`src/hw/rtl/wmme_pkg.sv`:
```
package wmme_pkg;
    localparam int unsigned SampleWidth = 32;
    localparam int unsigned SpbWidth    = 24;
    localparam int unsigned BinWidth    = 16;

    typedef enum logic [0:0] {
        CFG_SAMPLES_PER_BIN = 1'b0,
        CFG_BIN_COUNT       = 1'b1
    } t_cfg_index;

    localparam logic [SampleWidth-1:0] FloatZero = '0;

    function automatic logic f_is_finite(input logic [SampleWidth-1:0] b);
        return b[30:23] != 8'hFF;
    endfunction

    function automatic logic [SampleWidth-1:0] f_order_key(input logic [SampleWidth-1:0] b);
        logic [SampleWidth-1:0] v;
        v = (b == 32'h8000_0000) ? '0 : b;
        return v[31] ? ~v : (v | 32'h8000_0000);
    endfunction
endpackage

```
`src/hw/rtl/waveform_min_max_envelope.sv`:
```
// Min/max envelope decimator for float32 sample streams. One sample is taken
// per clock; each bin of samples_per_bin samples yields one result of min, max
// (0.0 if no finite sample) and bin index, in the cycle after its last sample. NaN
// and infinities are skipped but counted. After bin_count bins further samples
// are accepted and dropped until reset. Rate is set by the combinational float
// compare: one sample per cycle, as long as the result register drains.
module waveform_min_max_envelope
    import wmme_pkg::*;
(
    input  logic                   i_clk,
    input  logic                   i_rst_n,
    input  logic                   i_valid,
    output logic                   o_ready,
    input  logic [SampleWidth-1:0] i_sample_bits,
    output logic                   o_valid,
    input  logic                   i_ready,
    output logic [SampleWidth-1:0] o_bin_min,
    output logic [SampleWidth-1:0] o_bin_max,
    output logic [BinWidth-1:0]    o_bin_index,
    input  logic                   i_cfg_valid,
    output logic                   o_cfg_ready,
    input  logic [0:0]             i_cfg_index,
    input  logic [SpbWidth-1:0]    i_cfg_data
);
    logic [SpbWidth-1:0]    r_spb;
    logic [BinWidth-1:0]    r_bins;
    logic [SampleWidth-1:0] r_low, r_high, n_low, n_high;
    logic                   r_any, n_any;
    logic [SpbWidth-1:0]    r_fill, n_fill;
    logic [BinWidth-1:0]    r_bin;
    logic                   r_done;
    logic                   r_ovalid;
    logic [SampleWidth-1:0] r_omin, r_omax;
    logic [BinWidth-1:0]    r_oidx;
    logic                   w_acc, w_close;
    logic [SpbWidth-1:0]    w_need;
    logic [BinWidth-1:0]    w_nbins, w_bin1;

    assign o_cfg_ready = 1'b1;
    assign o_ready     = !r_ovalid || i_ready;
    assign w_acc       = i_valid && o_ready;
    assign w_need      = (r_spb == '0) ? SpbWidth'(1) : r_spb;
    assign w_nbins     = (r_bins == '0) ? BinWidth'(1) : r_bins;
    assign n_fill      = r_fill + SpbWidth'(1);
    assign w_close     = n_fill >= w_need;
    assign w_bin1      = r_bin + BinWidth'(1);

    wmme_extreme u_ext (
        .i_sample(i_sample_bits), .i_any(r_any), .i_low(r_low), .i_high(r_high),
        .o_any(n_any), .o_low(n_low), .o_high(n_high)
    );

    always_ff @(posedge i_clk) begin
        if (!i_rst_n) begin
            r_spb <= SpbWidth'(1);
            r_bins <= BinWidth'(1);
            r_any <= 1'b0; r_fill <= '0; r_bin <= '0; r_done <= 1'b0;
            r_ovalid <= 1'b0;
            r_low <= FloatZero; r_high <= FloatZero;
        end else begin
            if (i_cfg_valid) begin
                case (t_cfg_index'(i_cfg_index))
                    CFG_SAMPLES_PER_BIN: r_spb <= i_cfg_data;
                    CFG_BIN_COUNT:       r_bins <= i_cfg_data[BinWidth-1:0];
                    default: ;
                endcase
            end
            if (w_acc && !r_done && w_close) r_ovalid <= 1'b1;
            else if (r_ovalid && i_ready) r_ovalid <= 1'b0;
            if (w_acc && !r_done) begin
                if (w_close) begin
                    r_omin <= n_any ? n_low : FloatZero;
                    r_omax <= n_any ? n_high : FloatZero;
                    r_oidx <= r_bin;
                    r_any <= 1'b0; r_low <= FloatZero; r_high <= FloatZero;
                    r_fill <= '0;
                    r_bin <= w_bin1;
                    if (w_bin1 >= w_nbins || w_bin1 == '0) r_done <= 1'b1;
                end else begin
                    r_any <= n_any; r_low <= n_low; r_high <= n_high;
                    r_fill <= n_fill;
                end
            end
        end
    end

    assign o_valid     = r_ovalid;
    assign o_bin_min   = r_omin;
    assign o_bin_max   = r_omax;
    assign o_bin_index = r_oidx;
endmodule

```
`src/hw/rtl/wmme_extreme.sv`:
```
module wmme_extreme
    import wmme_pkg::*;
(
    input  logic [SampleWidth-1:0] i_sample,
    input  logic                   i_any,
    input  logic [SampleWidth-1:0] i_low,
    input  logic [SampleWidth-1:0] i_high,
    output logic                   o_any,
    output logic [SampleWidth-1:0] o_low,
    output logic [SampleWidth-1:0] o_high
);
    logic                   w_fin;
    logic [SampleWidth-1:0] w_k;

    assign w_fin = f_is_finite(i_sample);
    assign w_k   = f_order_key(i_sample);

    always_comb begin
        o_any  = i_any | w_fin;
        o_low  = i_low;
        o_high = i_high;
        if (w_fin) begin
            if (!i_any) begin
                o_low  = i_sample;
                o_high = i_sample;
            end else begin
                if (w_k < f_order_key(i_low))  o_low  = i_sample;
                if (w_k > f_order_key(i_high)) o_high = i_sample;
            end
        end
    end
endmodule

```
`config.mk`:
```
export PLATFORM = sky130hd
export DESIGN_NAME = waveform_min_max_envelope
export DESIGN_NICKNAME = d
export VERILOG_FILES = /design/src/hw/rtl/wmme_pkg.sv /design/src/hw/rtl/waveform_min_max_envelope.sv /design/src/hw/rtl/wmme_extreme.sv
export SDC_FILE = /design/constraint.sdc
export NUM_CORES = 1
export LEC_CHECK = 0
export BUFFER_PORTS_ARGS = -buffer_cell sky130_fd_sc_hd__buf_4
export CAP_MARGIN = 20
export CORE_AREA = 2 2 173 192
export DETAILED_ROUTE_END_ITERATION = 8
export DIE_AREA = 0 0 175 194
export PLACE_DENSITY_LB_ADDON = 0.15
export SETUP_SLACK_MARGIN = 0.1
export SYNTH_ARGS = -nofsm -noshare
export SYNTH_HDL_FRONTEND = slang
export SYNTH_HIERARCHICAL = 1
export SYNTH_SLANG_ARGS = --single-unit
```
`constraint.sdc`:
```
create_clock -name i_clk -period 7.4 [get_ports i_clk]
set_clock_uncertainty 0.1 [all_clocks]
set_input_delay 0.37 -clock i_clk [delete_from_list [all_inputs] [get_ports i_clk]]
set_output_delay 0.37 -clock i_clk [all_outputs]
set_load 0.1 [all_outputs]
```
# Word-level counts from Yosys, hierarchy flattened
# Index checks and enable logic that the tools add are counted.
[totals]
input_bits = 62
regBits = 227
output_inout_bits = 83
word_cells = 64
[op_classes]
addsub = 2
n_eq_ne = 4
n_reduce_logical = 17
bitwise = 5
order_cmp = 4
n_mux = 20
[ops]
columns = ["operator", "n"]
rows = [
  ["2-to-1 mux 32 bit", 14],
  ["== test 32 bit, second input constant", 3],
  ["inverter 32 bit", 3],
  ["2-to-1 mux 24 bit", 2],
  ["greater-than comparator 32 bit", 1],
  ["logical NOT 16 bit", 2],
  ["< comparator 32 bit", 1],
  ["adder 24 x 1 -> 24 bit, second input constant", 1],
  [">= comparator 24 bit", 1],
  ["logical NOT 24 bit", 1],
  ["adder 16 x 1 -> 16 bit, second input constant", 1],
  [">= comparator 16 bit", 1],
  ["2-to-1 mux 16 bit", 1],
  ["inequality test 8 bit, second input constant", 1],
  ["AND reduction 2 bit", 3],
  ["AND reduction 3 bit", 2],
  ["logical AND 1 bit", 4],
  ["2-to-1 mux 1 bit", 3],
  ["logical NOT 1 bit", 2],
  ["logical OR 1 bit", 2],
  ["nonzero test 2 bit", 1],
  ["inverter 1 bit", 1],
  ["OR 1 bit", 1],
]

# Longest topological paths before layout
[depth]
depth_word = 9
ltp_mapped = 20
mapped_depth_nobuf = 15

# Hierarchy
# The synthesis kept the hierarchy.
[modules_own_cells]
columns = ["mod", "seq_area_each_um2", "instances", "cells_each", "area_per_inst_um2"]
rows = [
  ["waveform_min_max_envelope", 5345.1, 1, 1149, 10541.4],
  ["wmme_extreme", 0.0, 1, 501, 3759.9],
]

# Worst setup path after synthesis
# No wires, ideal clock.
[synth_timing]
path_kind = "flip-flop to flip-flop"
startpoint = "register r_fill[2]"
endpoint = "register r_oidx[0], in the netlist o_bin_index[0], enable pin"
slack_ns = 0.372
arrival_time_ns = 6.409
path_stages_with_launch = 15
required_time_ns = 6.781
n_path_buf = 3
period_less_slack_ns = 7.028
setup_ns = 0.519
cell_sequence = "dfxtp_1 > buf_2 > and3_1 > and3_1 > buf_2 > nand4_1 > buf_2 > nor2_1 > xor2_1 > ha_1 > nand4_1 > or4_4 > o311ai_4 > o21ai_1 > nor2_1"
[synth_via]
elab_chain_cells = 3
[synth_lines]
columns = ["item", "line", "source"]
rows = [
  ["start, declared", "waveform_min_max_envelope.sv:29", "logic [SpbWidth-1:0] r_fill, n_fill;"],
  ["start signal, assigned", "waveform_min_max_envelope.sv:81", "r_fill <= n_fill;"],
  ["adder 24 x 1 -> 24 bit", "waveform_min_max_envelope.sv:44", "assign n_fill = r_fill + SpbWidth'(1);"],
  [">= comparator 24 bit", "waveform_min_max_envelope.sv:45", "assign w_close = n_fill >= w_need;"],
  ["AND reduction 3 bit (no line)", "--", ""],
  ["end signal, assigned", "waveform_min_max_envelope.sv:74", "r_oidx <= r_bin;"],
  ["end, declared", "waveform_min_max_envelope.sv:34", "logic [BinWidth-1:0] r_oidx;"],
]
# No other way between the ends.
# A chain may end at the register's enable or synchronous reset.

# Final worst setup path
[layout_timing]
startpoint = "register r_high[18]"
endpoint = "register r_omax[19], in the netlist o_bin_max[19], data pin"
[layout_via]
elab_chain_cells = 8
[layout_lines]
columns = ["item", "line", "source"]
rows = [
  ["start, declared", "waveform_min_max_envelope.sv:27", "logic [SampleWidth-1:0] r_low, r_high, n_low, n_high;"],
  ["start signal, assigned", "waveform_min_max_envelope.sv:59", "r_low <= FloatZero; r_high <= FloatZero;"],
  ["start signal, assigned", "waveform_min_max_envelope.sv:80", "r_any <= n_any; r_low <= n_low; r_high <= n_high;"],
  ["== test 32 bit", "wmme_pkg.sv:19", "v = (b == 32'h8000_0000) ? '0 : b;"],
  ["2-to-1 mux 32 bit *", "wmme_pkg.sv:19", ""],
  ["inverter 32 bit", "wmme_pkg.sv:20", "return v[31] ? ~v : (v | 32'h8000_0000);"],
  ["2-to-1 mux 32 bit *", "wmme_pkg.sv:20", ""],
  ["greater-than comparator 32 bit *", "wmme_extreme.sv:28", "if (w_k > f_order_key(i_high)) o_high = i_sample;"],
  ["2-to-1 mux 32 bit *", "wmme_extreme.sv:28", ""],
  ["2-to-1 mux 32 bit *", "wmme_extreme.sv:23", "if (!i_any) begin"],
  ["2-to-1 mux 32 bit *", "wmme_extreme.sv:22", "if (w_fin) begin"],
  ["net n_high[19]", "waveform_min_max_envelope.sv:27", ""],
  ["end signal, assigned", "waveform_min_max_envelope.sv:73", "r_omax <= n_any ? n_high : FloatZero;"],
  ["end, declared", "waveform_min_max_envelope.sv:33", "logic [SampleWidth-1:0] r_omin, r_omax;"],
]
# The timed path passes the listed nets; every way through them passes the cells marked *.

==> out/qor.csv <==
stage;metric;value;unit
flow_run;Max Cap Violations;0;
finish;fill cell instance count of the final layout;3012;
timing;pin slew with the least headroom to its limit;1.05;ns
placement;weighted congestion at the end of routability-driven global placement;0.848;
setup_path;category of the worst setup path capture point;flop;
grt;Overall Global Routing Usage;22.3;%
logic_synthesis;post-synth top area cell;dfxtp_1;
drt;total DRC errors in the routed layout;0;
grt;total congestion overflow after global routing;0;
power;internal power;2.47;mW
timing;time the worst path needs with I/O delays and setup;5.33;ns
floorplan;io pins;145;
logic_synthesis;most frequent cell after synthesis;nand2_1;
logic_synthesis;warning count from the yosys run;6;
logic_synthesis;synthesized cell area;14300;sq um
worst_hold_path;start point of the worst min-delay path;i_sample_bits[12];
power;maximum vdd ir drop;187;uV
floorplan;number of placement rows;69;
drt;routed via count;11943;
drt;remaining antenna violation count;0;
power;sw power;1.14;mW
outcome;outcome;complete, no violations;
power;portion of total power attributed to combinational logic;24.5;%
drt;total length of routed met3 wires;1440;um
clock_tree;number of gates given a new drive strength after cts;0;
logic_synthesis;number of cells produced by synthesis;1650;
power;fraction of power spent switching nets;31.6;%
logic_synthesis;async set or reset register ratio after synthesis;0;%
logic_synthesis;number of distinct library cell variants in the gate-level netlist after synthesis;73;
setup_path;CP max stage delay;0.78;ns
finish;area growth from synthesis to final layout;16.3;%
clock_tree;Clock transition at path regs;0.07;ns
floorplan;initial core utilization;44.7;%
clock_tree;worst skew pair latency;0.55;ns
timing;Fmax achieved;188;MHz
setup_path;number of buffers and inverters on the critical path;2;
grt;number of global-route vias before repair;11375;
setup_path;kind of launch point of the worst setup path;flop;
drt;top layer reached by signal wires;met4;
setup_path;critical path startpoint;r_high[18]$_SDFFE_PN0P_;
drt;routed length on met1;16700;um
setup_path;cell-by-cell listing of the critical path;nor4_1 -> nand4_1 -> or2_1 -> buf_4 -> nand2_1 -> ha_1 -> nand4_1 -> nor4_1 -> nand3_1 -> nand2_1 -> o22ai_1 -> o31ai_4 -> buf_12 -> mux2_1 -> and2_1;
drt;routed len/inst;17.5;um
logic_synthesis;portion of netlist area occupied by mux cells;5.70;%
logic_synthesis;main combinational cell family by area after synthesis;simple AND/OR/NAND/NOR gates;
clock_tree;CTS sink cnt;227;
placement;number of port buffers;143;
logic_synthesis;Synth area leaders;dfxtp_1 21%, edfxtp_1 17%, ha_1 9.2%;
clock_tree;CTS max path bufs;3;
floorplan;Die X;175;um
logic_synthesis;sequential element share of the synthesized area;37.4;%
worst_hold_path;hold endpoint;r_low[12]$_SDFFE_PN0P_;
worst_hold_path;worst hold path depth;4;
grt;largest net degree at the start of global routing;107;
setup_path;critical setup path kind;flop to flop;
setup_path;depth of the worst register-to-register path;15;
power;Overall Power;3.61;mW
drt;total wire length after detailed routing;38400;um
placement;hpwl dp;26800;um
floorplan;Die Y-Extent;194;um
drt;drt first pass iters;5;
clock_tree;TritonCTS clock tree;done;
timing;Slew Viols, Final;0;
logic_synthesis;Adder-Cell Fraction of Synth Area;9.19;%
worst_hold_path;min-delay worst type;primary input to flop;
timing;accumulated negative setup slack;0;ns
setup_path;flop-to-flop setup slack;2.07;ns
logic_synthesis;area share of the leading cell type in the synthesized netlist;20.6;%
power;portion of total power attributed to sequential cells;39.9;%
drt;met2 wire length;19400;um
finish;fraction of final layout cells with drive strength greater than 1;12.7;%
grt;antenna violations before repair;0;
drt;number of DRC violations after detailed-routing iteration 0;719;
logic_synthesis;synthesized flop and latch total;227;
clock_tree;cts bufs inserted;25;
floorplan;full die area;34000;sq um
timing;share of the cycle needed by the critical path after routing;72.0;%
logic_synthesis;ranking of synthesized cells by instance count;279 x nand2_1, 147 x dfxtp_1, 105 x ha_1;
grt;global-route wire length before repair;61700;um
timing;final hold violation count;0;
setup_path;peak fanout along the critical path;25;
setup_path;cell with the biggest individual delay on the critical path;o31ai_4;
finish;final layout net count;1911;
clock_tree;cell at the root of the clock tree;clkbuf_16;
timing;Slew Limit Headroom;30.2;%
clock_tree;H-tree depth;1;
setup_path;endpoint arrival time on the critical path;5.51;ns
setup_path;Reg-to-Reg End;o_bin_max[19]$_SDFFCE_PN0P_;
setup_path;family with the most delay on the worst path;simple AND/OR/NAND/NOR gates;
setup_path;worst reg2reg startpoint;r_high[18]$_SDFFE_PN0P_;
logic_synthesis;Synth Area in XOR/XNOR;8.27;%
logic_synthesis;Mapped Nets;1817;
logic_synthesis;Synth Flop Type;dfxtp_1;
drt;Avg Vias per Cell;5.46;
logic_synthesis;average footprint of a synthesized cell;8.67;sq um
floorplan;Core ar.;32000;sq um
power;Clk network pwr share;35.6;%
setup_path;Critical Path RT;7.58;ns
logic_synthesis;EDFF count, synth;80;
power;PD cells;217;nW/um^2
timing;final setup fails;0;
power;leak pwr;6.85;nW
logic_synthesis;basic-gate share of the synthesized area counting and, or, nand and nor cells;22.9;%
finish;Diodes inserted;0;
timing;unrepaired setup endpoints after global routing;no;
logic_synthesis;post-synthesis compound-gate area fraction;11.4;%
[power groups by stage]
stage                     clock network (mW)  logic [mW]  registers, mW
after floorplan                            0       0.573           1.53
after global placement                     0       0.863           1.46
after detailed placement                   0       0.875           1.47
after CTS                               1.32       0.888           1.44
after global routing                    1.37       0.988           1.45
final                                   1.29       0.884           1.44
[stage by stage]
stage | hold WS, ns | util (%) | cells | setup WS (ns) | area [sq um]
2_1_floorplan | 0.303 | - | 1650 | 0.372 | 14300
3_3_place_gp | 0.362 | 48.6 | 2119 | 1.87 | 15600
3_5_place_dp | 0.363 | 48.6 | 2119 | 1.68 | 15600
4_1_cts | 0.145 | 51.9 | 2189 | 2.12 | 16600
5_1_grt | 0.185 | 51.9 | 2189 | 1.75 | 16600
6_report | 0.159 | 51.9 | 2189 | 2.07 | 16600
[registers in the layout, summed over array words and instances, names as in the netlist]
signal,count
r_done,1
r_bin,16
o_valid,1
r_high,32
o_bin_min,32
r_bins,16
o_bin_max,32
r_fill,24
r_spb,24
r_any,1
r_low,32
o_bin_index,16
[cell type report]
class	instances	area, sq um	area share [%]
clock buffers	34	721	4.33
clock inverters	12	125	0.752
inverters	57	214	1.29
multi-input cells	1252	8250	49.6
flip-flops and latches	227	5350	32.1
well taps	426	533	3.20
repair buffers	181	1450	8.70
[repair_timing]
action	in CTS	in global routing
endpoints found under the hold margin	37	0
setup buffers	0	0
endpoints found under the setup margin	0	0
hold buffers	24	0
[how the worst max path moves through the flow]
stage | cells after the start | to
after floorplan | 14 | o_bin_index[0]$_DFFE_PP_
after detailed placement | 17 | o_bin_max[13]$_SDFFCE_PN0P_
after global routing | 15 | o_bin_max[25]$_SDFFCE_PN0P_
final | 15 | o_bin_max[19]$_SDFFCE_PN0P_
after CTS | 16 | o_bin_min[21]$_SDFFCE_PN0P_
after global placement | 17 | o_bin_max[13]$_SDFFCE_PN0P_
[layer usage]
| metal | vias to the layer above | GRT usage (%) |
|---|---|---|
| li1 | 5961 | - |
| met1 | 5673 | 28.3 |
| met2 | 249 | 39.8 |
| met3 | 60 | 2.55 |
| met4 | 0 | 6.64 |
| met5 | - | 0 |
[layout by cell type, fill, tap and decap left out, types with 10 or more instances in the layout]
master         synthesis  routed
xnor2_1               61      61
dfxtp_1              147     145
dlygate4sd3_1          0      24
buf_4                  7     154
mux2i_1               15      15
inv_1                 57      57
a21o_1                19      19
edfxtp_1              80      80
nand4_1               35      35
and2_1                70      70
clkbuf_16              0      26
xor2_1                74      74
o21ai_0               97      97
nor3_1                17      17
ha_1                 105     105
and3_1                11      11
nand2b_1              19      19
o211ai_1              10      10
a21oi_1               82      82
nor4_1                36      36
nand3_1              102     101
nand2_1              279     279
mux2_1                59      59
nor2_1                66      65
[cells by family after synthesis]
| kind of cell | count (synthesis) |
|---|---|
| adders and majority gates | 105 |
| muxes | 74 |
| AOI/OAI and AO/OA | 266 |
| buffers and inverters | 171 |
| xor gates and xnor gates | 135 |
| other | 1 |
| and+or+nand+nor | 671 |
| DFF | 227 |
[worst register-to-register path: cells and delay by family, from the launching register on]
kind                     cells  cell delay, ns
AO/OA/AOI/OAI                2            0.90
adder cells (fa/ha/maj)      1            0.16
buffers and inverters        2            0.57
flip-flops                   1            0.36
multiplexers                 1            0.36
AND/OR/NAND/NOR              9            2.62
No activity file was read; power rests on OpenSTA's default activity.
